<file path="src/hdl/kis_pkg.sv">
// package with constants, codes and shared types of the knot interval search
package kis_pkg;

  localparam int unsigned MAX_KNOTS  = 1024;
  localparam int unsigned COORD_BITS = 32;
  localparam int unsigned IDX_W      = $clog2(MAX_KNOTS);
  localparam int unsigned CNT_W      = IDX_W + 1;
  localparam int unsigned CFG_IDX_W  = 1;
  localparam int unsigned CFG_DATA_W = CNT_W;
  localparam int unsigned CTR_W      = 32;

  localparam logic FUNC_WRITE = 1'b0;
  localparam logic FUNC_FIND  = 1'b1;

  localparam logic [CFG_IDX_W-1:0] REG_KNOT_COUNT   = 1'b0;
  localparam logic [CFG_IDX_W-1:0] REG_CACHE_ENABLE = 1'b1;

  typedef enum logic [2:0] {
    S_IDLE,
    S_CLO,
    S_CHI,
    S_SEARCH,
    S_DONE
  } srch_state_e;

  typedef struct packed {
    logic             start;
    logic             cache_en;
    logic [IDX_W-1:0] c_start;
    logic [IDX_W-1:0] nm1;
  } srch_req_t;

  typedef struct packed {
    logic             idle;
    logic             done;
    logic             cached;
    logic             hit;
    logic [IDX_W-1:0] idx;
  } srch_stat_t;

endpackage

</file>
<file path="src/hdl/kis_search.sv">
// search sequencer: optional cached interval check then binary search, one probe per cycle
module kis_search (
  input  logic                                  clk_i,
  input  logic                                  rst_ni,
  input  kis_pkg::srch_req_t                    req_i,
  input  logic signed [kis_pkg::COORD_BITS-1:0] query_i,
  input  logic signed [kis_pkg::COORD_BITS-1:0] rdata_i,
  input  logic                                  ack_i,
  output logic [kis_pkg::IDX_W-1:0]             rd_addr_o,
  output kis_pkg::srch_stat_t                   stat_o
);

  kis_pkg::srch_state_e state_q, state_d;

  logic signed [kis_pkg::COORD_BITS-1:0] query_q;
  logic [kis_pkg::IDX_W-1:0] lo_q, hi_q, mid_q, c_q, nm1_q, idx_q;
  logic [kis_pkg::IDX_W-1:0] lo_d, hi_d, mid_d, c_d, nm1_d, idx_d;
  logic cached_q, cached_d, hit_q, hit_d;

  // shared compare unit: probed knot above query
  logic gt;
  logic [kis_pkg::IDX_W-1:0] nlo, nhi, nmid;
  logic [kis_pkg::IDX_W:0]   sum;
  logic                      cont;

  assign gt = rdata_i > query_q;

  // bounds for the next probe
  always_comb begin
    case (state_q)
      kis_pkg::S_IDLE: begin
        nlo = '0;
        nhi = req_i.nm1;
      end
      kis_pkg::S_CLO: begin
        nlo = '0;
        nhi = c_q;
      end
      kis_pkg::S_CHI: begin
        nlo = c_q;
        nhi = nm1_q;
      end
      kis_pkg::S_SEARCH: begin
        nlo = gt ? lo_q : mid_q;
        nhi = gt ? mid_q : hi_q;
      end
      default: begin
        nlo = lo_q;
        nhi = hi_q;
      end
    endcase
  end

  assign sum  = {1'b0, nlo} + {1'b0, nhi};
  assign nmid = sum[kis_pkg::IDX_W:1];
  assign cont = {1'b0, nhi} > ({1'b0, nlo} + {{kis_pkg::IDX_W{1'b0}}, 1'b1});

  // next state
  always_comb begin
    state_d = state_q;
    case (state_q)
      kis_pkg::S_IDLE: begin
        if (req_i.start) begin
          if (req_i.cache_en) begin
            state_d = kis_pkg::S_CLO;
          end else begin
            state_d = cont ? kis_pkg::S_SEARCH : kis_pkg::S_DONE;
          end
        end
      end
      kis_pkg::S_CLO: begin
        if (gt) begin
          state_d = cont ? kis_pkg::S_SEARCH : kis_pkg::S_DONE;
        end else begin
          state_d = kis_pkg::S_CHI;
        end
      end
      kis_pkg::S_CHI: begin
        if (!gt) begin
          state_d = cont ? kis_pkg::S_SEARCH : kis_pkg::S_DONE;
        end else begin
          state_d = kis_pkg::S_DONE;
        end
      end
      kis_pkg::S_SEARCH: begin
        state_d = cont ? kis_pkg::S_SEARCH : kis_pkg::S_DONE;
      end
      kis_pkg::S_DONE: begin
        if (ack_i) begin
          state_d = kis_pkg::S_IDLE;
        end
      end
      default: state_d = kis_pkg::S_IDLE;
    endcase
  end

  // datapath and outputs
  always_comb begin
    lo_d      = lo_q;
    hi_d      = hi_q;
    mid_d     = mid_q;
    c_d       = c_q;
    nm1_d     = nm1_q;
    idx_d     = idx_q;
    cached_d  = cached_q;
    hit_d     = hit_q;
    rd_addr_o = nmid;
    case (state_q)
      kis_pkg::S_IDLE: begin
        if (req_i.cache_en) begin
          rd_addr_o = req_i.c_start;
        end
        if (req_i.start) begin
          c_d      = req_i.c_start;
          nm1_d    = req_i.nm1;
          cached_d = req_i.cache_en;
          hit_d    = 1'b0;
        end
      end
      kis_pkg::S_CLO: begin
        // below the cached interval the first search probe goes out at once
        rd_addr_o = gt ? nmid : c_q + {{(kis_pkg::IDX_W-1){1'b0}}, 1'b1};
      end
      kis_pkg::S_CHI: begin
        if (gt) begin
          hit_d = 1'b1;
          idx_d = c_q;
        end
      end
      kis_pkg::S_DONE: begin
        rd_addr_o = mid_q;
      end
      default: begin
        rd_addr_o = nmid;
      end
    endcase
    if (state_d == kis_pkg::S_SEARCH) begin
      lo_d  = nlo;
      hi_d  = nhi;
      mid_d = nmid;
    end
    // search finished on its own bounds (not a cache hit)
    if (state_d == kis_pkg::S_DONE && state_q != kis_pkg::S_DONE && !hit_d) begin
      idx_d = nlo;
    end
  end

  always_ff @(posedge clk_i or negedge rst_ni) begin
    if (!rst_ni) begin
      state_q <= kis_pkg::S_IDLE;
    end else begin
      state_q <= state_d;
    end
  end

  always_ff @(posedge clk_i) begin
    if (req_i.start && state_q == kis_pkg::S_IDLE) begin
      query_q <= query_i;
    end
    lo_q     <= lo_d;
    hi_q     <= hi_d;
    mid_q    <= mid_d;
    c_q      <= c_d;
    nm1_q    <= nm1_d;
    idx_q    <= idx_d;
    cached_q <= cached_d;
    hit_q    <= hit_d;
  end

  assign stat_o.idle   = (state_q == kis_pkg::S_IDLE);
  assign stat_o.done   = (state_q == kis_pkg::S_DONE);
  assign stat_o.cached = cached_q;
  assign stat_o.hit    = hit_q;
  assign stat_o.idx    = idx_q;

endmodule

</file>
<file path="config.mk">
export PLATFORM = sky130hd
export DESIGN_NAME = kis_search
export DESIGN_NICKNAME = d
export VERILOG_FILES = /design/src/hdl/kis_pkg.sv /design/src/hdl/kis_search.sv
export SDC_FILE = /design/constraint.sdc
export NUM_CORES = 1
export LEC_CHECK = 0
export ABC_CLOCK_PERIOD_IN_PS = 13610
export BUFFER_PORTS_ARGS = -buffer_cell sky130_fd_sc_hd__clkbuf_2
export CORE_MARGIN = 2
export CORE_UTILIZATION = 30
export DETAILED_ROUTE_END_ITERATION = 16
export PLACE_DENSITY = 0.52
export SYNTH_ARGS = -nofsm -noshare
export SYNTH_HDL_FRONTEND = slang
export SYNTH_SLANG_ARGS = --single-unit
</file>
<file path="constraint.sdc">
create_clock -name clk_i -period 13.61 [get_ports clk_i]
set_input_delay 0.6805 -clock clk_i [delete_from_list [all_inputs] [get_ports clk_i]]
set_output_delay 0.6805 -clock clk_i [all_outputs]
set_load 0.05 [all_outputs]
</file>
# Word level (Yosys, flattened, before mapping)
# Index checks and enable logic that the tools add are counted.
word_totals:
  regBits: 97
  inputBits: 89
  output_inout_bits: 24
  wordCells: 52
classes:
  n_addsub: 3
  n_lt_le_gt_ge: 2
  eq_ne: 7
  muxes: 20
  reduce_logical: 10
ops:
  columns: ["operator", "n"]
  rows:
  - ["10-bit two-way mux", 7]
  - ["10-bit one-hot mux with 3 select lines", 2]
  - ["10-bit one-hot mux with 4 select lines", 1]
  - ["32-bit greater-than comparator", 1]
  - ["3-bit two-way mux", 6]
  - ["3-bit one-hot mux with 5 select lines", 1]
  - ["10-bit by 1-bit adder with 11-bit output (second input constant)", 1]
  - ["10-bit by 10-bit adder with 11-bit output", 1]
  - ["10-bit by 11-bit greater-than comparator with 1-bit output", 1]
  - ["10-bit by 1-bit adder with 10-bit output (second input constant)", 1]
  - ["3-bit by 2-bit equality test with 1-bit output (second input constant)", 3]
  - ["3-bit equality test (second input constant)", 2]
  - ["2-bit AND reduction", 2]
  - ["2-bit nonzero test", 2]
  - ["3-bit by 1-bit equality test with 1-bit output (second input constant)", 1]
  - ["1-bit logical AND", 3]
  - ["3-bit zero test", 1]
  - ["3-bit != test (second input constant)", 1]
  - ["1-bit two-way mux", 2]
  - ["1-bit one-hot mux with 2 select lines", 1]
  - ["2-bit OR reduction", 1]
  - ["1-bit zero test", 1]

# Depth between registers and ports, before layout
logic_depth:
  depth_word: 14
  ltp_mapped: 24
  depth_no_buf: 23

# Worst setup path before layout
# Ideal clock, no wire load.
synth_timing:
  path_kind: "input to register"
  startpoint: "in rdata_i[1] (netlist name)"
  endpoint: "reg hi_q[0] (netlist name), enable pin"
  setup_ns: 0.493
  t_arrival_ns: 7.278
  required_ns: 13.117
  setup_slack_ns: 5.839
  stages: 21
  n_path_buf: 0
  cell_sequence: "ha_1 nor2b_1 o211ai_2 a2111oi_4 o31ai_2 a211oi_2 nor2_1 a221o_1 ha_1 inv_1 ha_1 nor2b_1 o21a_1 o21a_1 o21a_1 o21a_1 o2111ai_1 a21o_1 a31oi_1 a31oi_1 nor4_1"
synth_via:
  elab_chain_len: 10
  word_cells_on_any_way: 14
  cone_classes: "add/sub (1); order compare (2); eq/ne (1); mux (10)"
synth_lines:
  columns: ["item", "line", "source"]
  rows:
  - ["start, declared", "kis_search.sv:7", "input logic signed [kis_pkg::COORD_BITS-1:0] rdata_i,"]
  - ["32-bit greater-than comparator (*)", "kis_search.sv:26", "assign gt = rdata_i > query_q;"]
  - ["10-bit two-way mux (*)", "kis_search.sv:44", "nlo = gt ? lo_q : mid_q;"]
  - ["10-bit one-hot mux with 3 select lines (*)", "kis_search.sv:30", "case (state_q)"]
  - ["via nlo, one bit", "kis_search.sv:22", "logic [kis_pkg::IDX_W-1:0] nlo, nhi, nmid;"]
  - ["10-bit by 1-bit adder with 11-bit output (*)", "kis_search.sv:56", "assign cont = {1'b0, nhi} > ({1'b0, nlo} + {{kis_pkg::IDX_W{1'b0}}, 1'b1});"]
  - ["10-bit by 11-bit greater-than comparator with 1-bit output (*)", "kis_search.sv:56", null]
  - ["3-bit two-way mux (*)", null, null]
  - ["3-bit two-way mux", "kis_search.sv:64", "if (req_i.cache_en) begin"]
  - ["3-bit two-way mux", "kis_search.sv:63", "if (req_i.start) begin"]
  - ["3-bit one-hot mux with 5 select lines (*)", "kis_search.sv:61", "case (state_q)"]
  - ["3-bit by 2-bit equality test with 1-bit output (*)", "kis_search.sv:137", "if (state_d == kis_pkg::S_SEARCH) begin"]
  - ["end signal, assigned", "kis_search.sv:161", "hi_q <= hi_d;"]
  - ["end, declared", "kis_search.sv:16", "logic [kis_pkg::IDX_W-1:0] lo_q, hi_q, mid_q, c_q, nm1_q, idx_q;"]
# Mark *: on every way through the listed nets, which the timed path passes. The rest lies on a longest branch.
# A chain may end at the register's enable or synchronous reset.

# Final worst setup path
layout_timing:
  startpoint: "in rdata_i[27] (netlist name)"
  endpoint: "out rd_addr_o[9] (netlist name)"
layout_via:
  elab_chain_len: 6
  word_cells_on_any_way: 9
  cone_classes: "add/sub (1); order compare (1); mux (7)"
layout_lines:
  columns: ["item", "line", "source"]
  rows:
  - ["32-bit greater-than comparator (*)", "kis_search.sv:26", null]
  - ["10-bit two-way mux (*)", "kis_search.sv:44", null]
  - ["10-bit one-hot mux with 3 select lines (*)", "kis_search.sv:30", null]
  - ["via nlo, one bit", "kis_search.sv:22", null]
  - ["10-bit by 10-bit adder with 11-bit output (*)", "kis_search.sv:54", "assign sum = {1'b0, nlo} + {1'b0, nhi};"]
  - ["via sum, one bit", "kis_search.sv:23", "logic [kis_pkg::IDX_W:0] sum;"]
  - ["10-bit two-way mux (on tied branches)", "kis_search.sv:122, kis_search.sv:110", null]
  - ["10-bit one-hot mux with 3 select lines (*)", "kis_search.sv:108", "case (state_q)"]
  - ["end, declared", "kis_search.sv:9", "output logic [kis_pkg::IDX_W-1:0] rd_addr_o,"]
# Marks and branches as above.

==> results.md <==
- Clock Skew: 10.3 ps
- Final worst path period share: 51.7%
- Leak: 2.97 nW
- Per-cell routed wire length: 19.1 um
- Place WS: 6630 ps
- Worst-Margin Slew: 1250 ps
- Num CTS Buffers: 9
- Status: finished clean
- CTS tree: yes
- Cell variety after synth: 69
- Largest net degree at the start of global routing: 38
- Placer's final routability congestion estimate: 0.852
- DR WL met2: 8170 um
- M1 WL: 7780 um
- Postcts setup bufs: 0
- Nets@finish: 803
- Yosys warning count: 0
- Number of flops mapped to enable cells by yosys: 93
- Setup CP Type: input pin to primary output
- Async SR Flop Fraction: 3.09%
- Netlist Area Pre-Place: 6070 sq um
- Register area share after synthesis: 47.6%
- Via count: 4887
- Final core occ: 36.0%
- Vias in the first global route: 5109
- Pre-Repair DR Iteration Count: 5
- TritonCTS Sinks: 97
- Die area: 21400 sq um
- DRC: 0
- Post-Syn Area per Cell: 11.1 sq um
- Port Buf Inserts: 112
- RSZ-0062 raised after global routing: false
- Global Route Usage Sum: 17.0%
- Dpl hpwl: 13400 um
- Hold_buf cts: 0
- Fin. Hold Viols: 0
- Max Cap Violations: 0
- Worst-Skew Late Latency: 360 ps
- Row count: 52
- Most frequent cells in the layout: clkbuf_2, edfxtp_1, ha_1
- Cts repair resizes: 0
- Share of layout cells above drive strength 1: 25.6%
- Vias/cell: 5.23
- Setup violators final: 0
- Cell count after synthesis: 549
- First-pass GRT wire length: 28200 um
- Max VDD drop: 0.000118 V
- Worst Setup SP: rdata_i[27]
- R2R depth: 21
- Worst Slack Setup Final: 6570 ps
- DRC violation total after the first TritonRoute iteration: 403
- Clock Path Buffers: 2
- Initial Util: 30.3%
- Die H: 146 um
- GR Overflow Total: 0
- Worst path required time: 12930 ps
- ANT cells: 0
- Slew margin rel.: 16.5%
- FF+latch count, synth: 97
- Most common cell after layout, fill and taps aside: clkbuf_2
- Met3 wire len: 1360 um
- Hold crit path type: input pin to asynchronous set/reset pin
- Top layer in use: met4
- # IOs: 113
- Area growth from synthesis to layout: 19.0%
- Final Max Slew Viols: 0
- R2R setup slack: 7200 ps
- Final worst path period need: 7040 ps
- Crit path max fanout: 14
- CP arrival: 6360 ps
- CTS root buf: clkbuf_16
- Final ANT Viol Nets: 0
- Core ar.: 20000 sq um
- Crit start category: input pin
- Crit Reg-Reg Startpoint: query_q[27]
- DRT Wirelength: 17900 um
- Clock slew at reported path FFs: 70 ps
- Syn Nets: 693
- Ys flop type: edfxtp_1
- Peak Freq: 142 MHz
- Worst R2R End: hi_q[0]
- Initial antenna violation count: 0
- CP endpoint: rd_addr_o[9]
- Setup crit end kind: primary output
- PD cells: 265 nW/um^2
- Chip width: 146 um
- CTS H-tree depth: 3
- Setup TNS: 0 ps
==> state kept, by name (all words and copies together) (netlist names) <==
signal	count
idx_q	10
lo_q	10
c_q	10
hi_q	10
hit_q	1
query_q	32
cached_q	1
state_q	3
nm1_q	10
mid_q	10
==> synthesized netlist by cell type (7+ instances only) <==
library cell,instances,area [sq um]
o21ai_0,35,175
nor3_1,7,35.0
nand3_1,20,100
xnor2_1,13,114
a32oi_1,7,61.3
a222oi_1,10,100
o21a_1,9,67.6
mux2_2,10,113
a21oi_1,27,135
nand2_1,44,165
edfxtp_1,93,2790
nor2_1,22,82.6
nand4_1,9,56.3
inv_1,52,195
ha_1,54,676
xor2_1,8,70.1
and2_1,7,43.8
a21o_1,8,60.1
clkbuf_1,11,41.3
==> worst min path at each step <==
stage,start,to,slack [ps],depth (start not counted)
after floorplan,rst_ni,state_q[0],380,0
after global placement,rst_ni,state_q[1],480,1
after detailed placement,rst_ni,state_q[1],490,1
after CTS,rst_ni,state_q[1],110,1
after global routing,rst_ni,state_q[0],110,1
final,rst_ni,state_q[0],110,1
==> cells by family after synthesis <==
| kind of cell | synth area share, % |
|---|---|
| buffers and inverters | 5.03 |
| adders and majority gates | 11.5 |
| muxes | 3.01 |
| and+or+nand+nor | 11.3 |
| AOI/OAI and AO/OA | 18.6 |
| DFF | 47.6 |
| xor gates and xnor gates | 3.03 |
==> worst max-delay path: stages <==
cell and delay [ps]:
clkbuf_2 80, ha_1 300, nand4_1 210, nor4_1 440, o31ai_2 170, a211oi_2 1060, or2_1 360, a221o_1 340
ha_1 220, inv_1 60, fa_1 400, nor2b_1 140, o21ai_0 110, a21boi_0 240, o21ai_0 140, a21boi_0 330
o21ai_0 150, a21boi_0 270, o21ai_0 150, nand2b_1 120, a21o_1 120, clkbuf_2 270
==> per-stage QoR <==
| stage | cells | cell area [sq um] | power, mW | hold slack, ps |
|---|---|---|---|---|
| 6_report | 934 | 7220 | 1.91 | 111 |
| 2_1_floorplan | 549 | 6070 | 1.35 | 385 |
| 3_3_place_gp | 918 | 6920 | 1.63 | 481 |
| 4_1_cts | 934 | 7220 | 1.91 | 108 |
| 3_5_place_dp | 918 | 6920 | 1.65 | 490 |
| 5_1_grt | 934 | 7220 | 2.03 | 108 |
==> routing by layer <==
layer,vias up,GRT usage [%]
li1,2312,-
met4,0,7.72
met5,-,0
met3,43,3.72
met1,2320,21.8
met2,212,27.6
==> where the power goes <==
| part | total (mW) | switching [mW] | internal [mW] |
|---|---|---|---|
| logic | 1.12 | 0.770 | 0.350 |
| clock network | 0.258 | 0.116 | 0.142 |
| registers | 0.532 | 0.0535 | 0.478 |
| total | 1.91 | 0.939 | 0.970 |
==> layout make-up <==
type	instances	area, sq um
multi-input combinational	378	2880
inverter	54	203
tap	270	338
clock buffer	9	225
fill	2065	12800
clock inverter	7	71.3
timing repair buffer	119	613
sequential	97	2890
Power figures use the tool's default switching activity.
